===== src/qmfd_pkg.sv =====
// ----------------------------------------------------------------------------
// qmfd_pkg
// Shared types and constants for the quadrature mix / FIR decimator.
// ----------------------------------------------------------------------------
`default_nettype none

package qmfd_pkg;

    typedef enum logic [1:0] {
        KIND_SAMPLE = 2'd0,
        KIND_BLOCK  = 2'd1,
        KIND_TAP    = 2'd2,
        KIND_UNUSED = 2'd3
    } kind_t;

    typedef enum logic {
        REG_PHASE_INC = 1'b0,
        REG_DECIM     = 1'b1
    } reg_index_t;

    localparam int TAP_IDX_W = 8;
    localparam int TRIG_BITS = 16;
    localparam int DECIM_W   = 7;
    localparam int COUNT_W   = 6;
    localparam logic [DECIM_W-1:0] MAX_DECIM = 7'd64;

    localparam logic [30:0] Q30_ONE = 31'd1073741824;
    localparam logic [31:0] A1 = 32'd1686629713;
    localparam logic [31:0] A3 = 32'd693598669;
    localparam logic [31:0] A5 = 32'd85569306;
    localparam logic [31:0] A7 = 32'd5026995;
    localparam logic [31:0] A9 = 32'd172272;

    typedef struct packed {
        logic                 clear;
        logic                 update;
        logic                 tap_we;
        logic [TAP_IDX_W-1:0] tap_idx;
    } cell_ctrl_t;

endpackage

`default_nettype wire


===== src/qmfd_cell.sv =====
// ----------------------------------------------------------------------------
// qmfd_cell
// One transposed FIR cell: holds a tap and the I/Q partial sums.
// ----------------------------------------------------------------------------
`default_nettype none

module qmfd_cell #(
    parameter int SAMPLE_BITS = 16,
    parameter int COEF_BITS   = 18,
    parameter int ACC_W       = 40,
    parameter int INDEX       = 0
) (
    input  wire logic                          clk,
    input  wire logic                          rst_n,
    input  wire qmfd_pkg::cell_ctrl_t          ctrl,
    input  wire logic signed [COEF_BITS-1:0]   tap_value,
    input  wire logic signed [SAMPLE_BITS-1:0] mi,
    input  wire logic signed [SAMPLE_BITS-1:0] mq,
    input  wire logic signed [ACC_W-1:0]       p_in_i,
    input  wire logic signed [ACC_W-1:0]       p_in_q,
    output logic signed [ACC_W-1:0]            p_i,
    output logic signed [ACC_W-1:0]            p_q
);
    import qmfd_pkg::*;

    logic signed [COEF_BITS-1:0]             tap_reg;
    logic signed [ACC_W-1:0]                 pi_reg, pi_next;
    logic signed [ACC_W-1:0]                 pq_reg, pq_next;
    logic signed [COEF_BITS+SAMPLE_BITS-1:0] prod_i, prod_q;

    assign prod_i = tap_reg * mi;
    assign prod_q = tap_reg * mq;

    always_comb
    begin
        pi_next = pi_reg;
        pq_next = pq_reg;
        if (ctrl.clear)
        begin
            pi_next = '0;
            pq_next = '0;
        end
        else if (ctrl.update)
        begin
            pi_next = p_in_i + ACC_W'(prod_i);
            pq_next = p_in_q + ACC_W'(prod_q);
        end
    end

    always_ff @(posedge clk or negedge rst_n)
    begin
        if (!rst_n)
        begin
            pi_reg <= '0;
            pq_reg <= '0;
        end
        else
        begin
            pi_reg <= pi_next;
            pq_reg <= pq_next;
        end
    end

    always_ff @(posedge clk)
    begin
        if (ctrl.tap_we && (ctrl.tap_idx == TAP_IDX_W'(INDEX)))
            tap_reg <= tap_value;
    end

    assign p_i = pi_reg;
    assign p_q = pq_reg;

endmodule

`default_nettype wire


===== config.mk =====
export PLATFORM = sky130hd
export DESIGN_NAME = qmfd_cell
export DESIGN_NICKNAME = d
export VERILOG_FILES = /design/src/qmfd_pkg.sv /design/src/qmfd_cell.sv
export SDC_FILE = /design/constraint.sdc
export NUM_CORES = 2
export LEC_CHECK = 0
export CAP_MARGIN = 20
export CELL_PAD_IN_SITES_DETAIL_PLACEMENT = 1
export CELL_PAD_IN_SITES_GLOBAL_PLACEMENT = 1
export CORE_UTILIZATION = 57
export DETAILED_ROUTE_END_ITERATION = 10
export DONT_BUFFER_PORTS = 1
export GPL_ROUTABILITY_DRIVEN = 0
export GPL_TIMING_DRIVEN = 0
export PLACE_DENSITY = 0.9
export REMOVE_ABC_BUFFERS = 1
export SLEW_MARGIN = 40
export SYNTH_ARGS = -nofsm -noshare
export SYNTH_HDL_FRONTEND = slang
export SYNTH_SLANG_ARGS = --single-unit

===== constraint.sdc =====
create_clock -name clk -period 15.4 [get_ports clk]
set_input_delay 3.08 -clock clk [delete_from_list [all_inputs] [get_ports clk]]
set_output_delay 3.08 -clock clk [all_outputs]
set_load 0.05 [all_outputs]

==> flow_summary.json <==
{
  "outcome": "finished clean",
  "core_area_mm2": 0.05130,
  "die_h_um": 229.7,
  "synth_compound_area_share_pct": 5.502,
  "cts_setup_buffers": 0,
  "path_class": "in -> reg",
  "period_share_pct": 61.88,
  "track_usage_pct": 34.54,
  "synthDistinctLibCells": 70,
  "avgSynthCellArea_um2": 9.508,
  "drc_errors": 0,
  "first_pass_iters": 5,
  "start_util_pct": 57.58,
  "grt_max_degree": 81,
  "rows": 83,
  "synthArstFlopShare_pct": 81.63,
  "port_buffers": 0,
  "cts_hold_buf": 0,
  "yosys.area_share.simple_pct": 12.93,
  "maxCapViolCount": 0,
  "whs_ns": 0.8101,
  "synthFlopType": "dfrtp_1",
  "vias": 21490,
  "finalHoldViolCount": 0,
  "cts_root_buf": "clkbuf_16",
  "wirelength_um": 85410,
  "holdCritStartpoint": "p_i[37]",
  "drive_gt1_share_pct": 2.861,
  "timing.rr.end": "p_i[34]",
  "cts_made_buffers": 9,
  "synth_edf_count": 18,
  "r2r_slack_ns": 7.93,
  "critPathRequiredTime_ns": 15.70,
  "io_pins": 223,
  "hp-class": "reg -> reg",
  "cts.repair.resized": 0,
  "skew_ns": 0.008205,
  "synthCells": 3107,
  "yosysTopAreaCellShare_pct": 47.71,
  "crit_buf_inv": 3,
  "wl_met3_um": 3670,
  "met2_length_um": 46980,
  "tritoncts": "built",
  "timing.rr.start": "tap_reg[8]",
  "cp_max_fo": 18,
  "synth_top_family_by_area": "adder cells",
  "grt_pass1_wl_um": 138600,
  "cts_sinks": 98,
  "routedWlPerCell_um": 22.95,
  "top_layer": "met4",
  "yosysSeqAreaShare_pct": 8.606,
  "grt.overflow.total": 0,
  "syn2layout_area_growth_pct": 3.930,
  "worstMarginPinSlew_ns": 0.7181,
  "slew_headroom_pct": 52.06,
  "synthTopCellsByArea": "fa_1 48%, inv_1 10%, ha_1 9.7%",
  "dieArea_mm2": 0.05274,
  "critPathTopFamily": "adder cells",
  "wl_met1_um": 29250,
  "die_w_um": 229.7,
  "drtIter0Drc": 1105,
  "ant_nets": 0,
  "n_antenna_cell": 0,
  "period_needed_ns": 9.529,
  "cp_common_cell": "fa_1",
  "reg2reg_depth": 23,
  "cp-end-kind": "flip-flop",
  "rsz0062_at_grt": "false",
  "cts_max_path_buffers": 2,
  "insertion_delay_ns": 0.41,
  "grt_pass1_vias": 26530,
  "min_to": "p_i[37]",
  "drv_slew": 0,
  "synth_xor_area_share_pct": 2.164,
  "crit_path_start_kind": "primary input",
  "totalNegativeSetupSlack_ns": 0,
  "min_path_cells": 2,
  "dp_hpwl_um": 71540,
  "synth.area.mux_share_pct": 1.457,
  "crit_chain": "clkinv_1, nor2_1, fa_1, fa_1, fa_1, fa_1, fa_1, inv_1, fa_1, inv_1, ha_1, a211oi_1, o21ai_0, a221oi_1, nand3_1, o22ai_1, o31ai_1, nor2_1, a21oi_1, xor2_1, a22o_1",
  "htreeDepth": 3,
  "crit_slowest_cell": "a221oi_1",
  "via_per_inst": 5.776,
  "fmax_mhz": 104.9,
  "antenna_found_initial": 1,
  "nets": 4113,
  "syn_area_mm2": 0.02954,
  "crit_arrival_ns": 9.83,
  "setup_viol": 0,
  "synth_top_cell_by_area": "fa_1",
  "critical_path.max_stage_delay_ns": 0.57,
  "synth-seq-cells": 98,
  "synth_fa_ha_area_share_pct": 57.45,
  "clkSlewWorstSetupHoldPaths_ns": 0.08,
  "ys_warn_count": 0
}
-- cell type report --
cell class	count	area [um2]
fill	5779	20600
tap	680	850.8
sequential	98	2542
inverter	793	2977
timing repair buffer	46	516.7
multi-input combinational	2088	23520
clock inverter	7	75.07
clock buffer	9	225.2
-- metrics by stage --
stage / instance area [um2] / utilization, % / instances / setup WS, ns
global route: 30700 / 59.85 / 3721 / 5.568
global placement: 29860 / 58.20 / 3659 / 5.935
floorplan: 29010 / - / 2979 / 6.559
finish: 30700 / 59.85 / 3721 / 5.871
CTS: 30700 / 59.85 / 3721 / 6.047
detailed placement: 30400 / 59.26 / 3705 / 5.667
-- per-layer routing --
metal | up-vias | GRT usage (%)
li1 | 9007 | -
met1 | 11390 | 36.86
met2 | 764 | 64.57
met3 | 326 | 4.737
met4 | 0 | 20.44
met5 | - | 0
-- synth_stat cells (38+ instances only) --
cell type and count:
a21oi_1 72, and2_1 251, clkbuf_1 120, dfrtp_1 80
fa_1 704, ha_1 230, inv_1 791, mux2i_1 43
nand2_1 324, nor2_1 128, o21ai_0 38, xnor2_1 53
-- worst max path at each step --
stage | startpoint | endpoint | cells after the start
floorplan | mq[1] | p_q[39] | 21
global placement | mq[1] | p_q[39] | 20
detailed placement | mq[1] | p_q[39] | 20
CTS | mi[15] | p_i[34] | 21
global route | mi[15] | p_i[38] | 21
finish | mi[15] | p_i[34] | 21
-- kinds of logic after synthesis --
| logic type | Yosys count |
|---|---|
| adder cells (fa/ha/maj) | 934 |
| buffers and inverters | 921 |
| AND/OR/NAND/NOR | 795 |
| AO/OA/AOI/OAI | 243 |
| flip-flops | 98 |
| XOR/XNOR | 73 |
| multiplexers | 43 |
-- placed cells by master, fill, tap and decap left out, drive strengths merged, types with 46 or more instances in the layout --
cell / count
xnor2: 53
a21oi: 73
nand2: 325
dfrtp: 80
inv: 793
and2: 251
nor2: 128
buf: 46
ha: 230
fa: 704
-- tightest hold or removal path, cell delays in order, from the launching register on --
cell	delay (ns)
dfrtp_1	0.57
nand2_1	0.13
o21ai_0	0.07
Power is left out: the tool's default activity adds up to more than one toggle a clock period on the data nets, which glitch-free logic cannot reach.
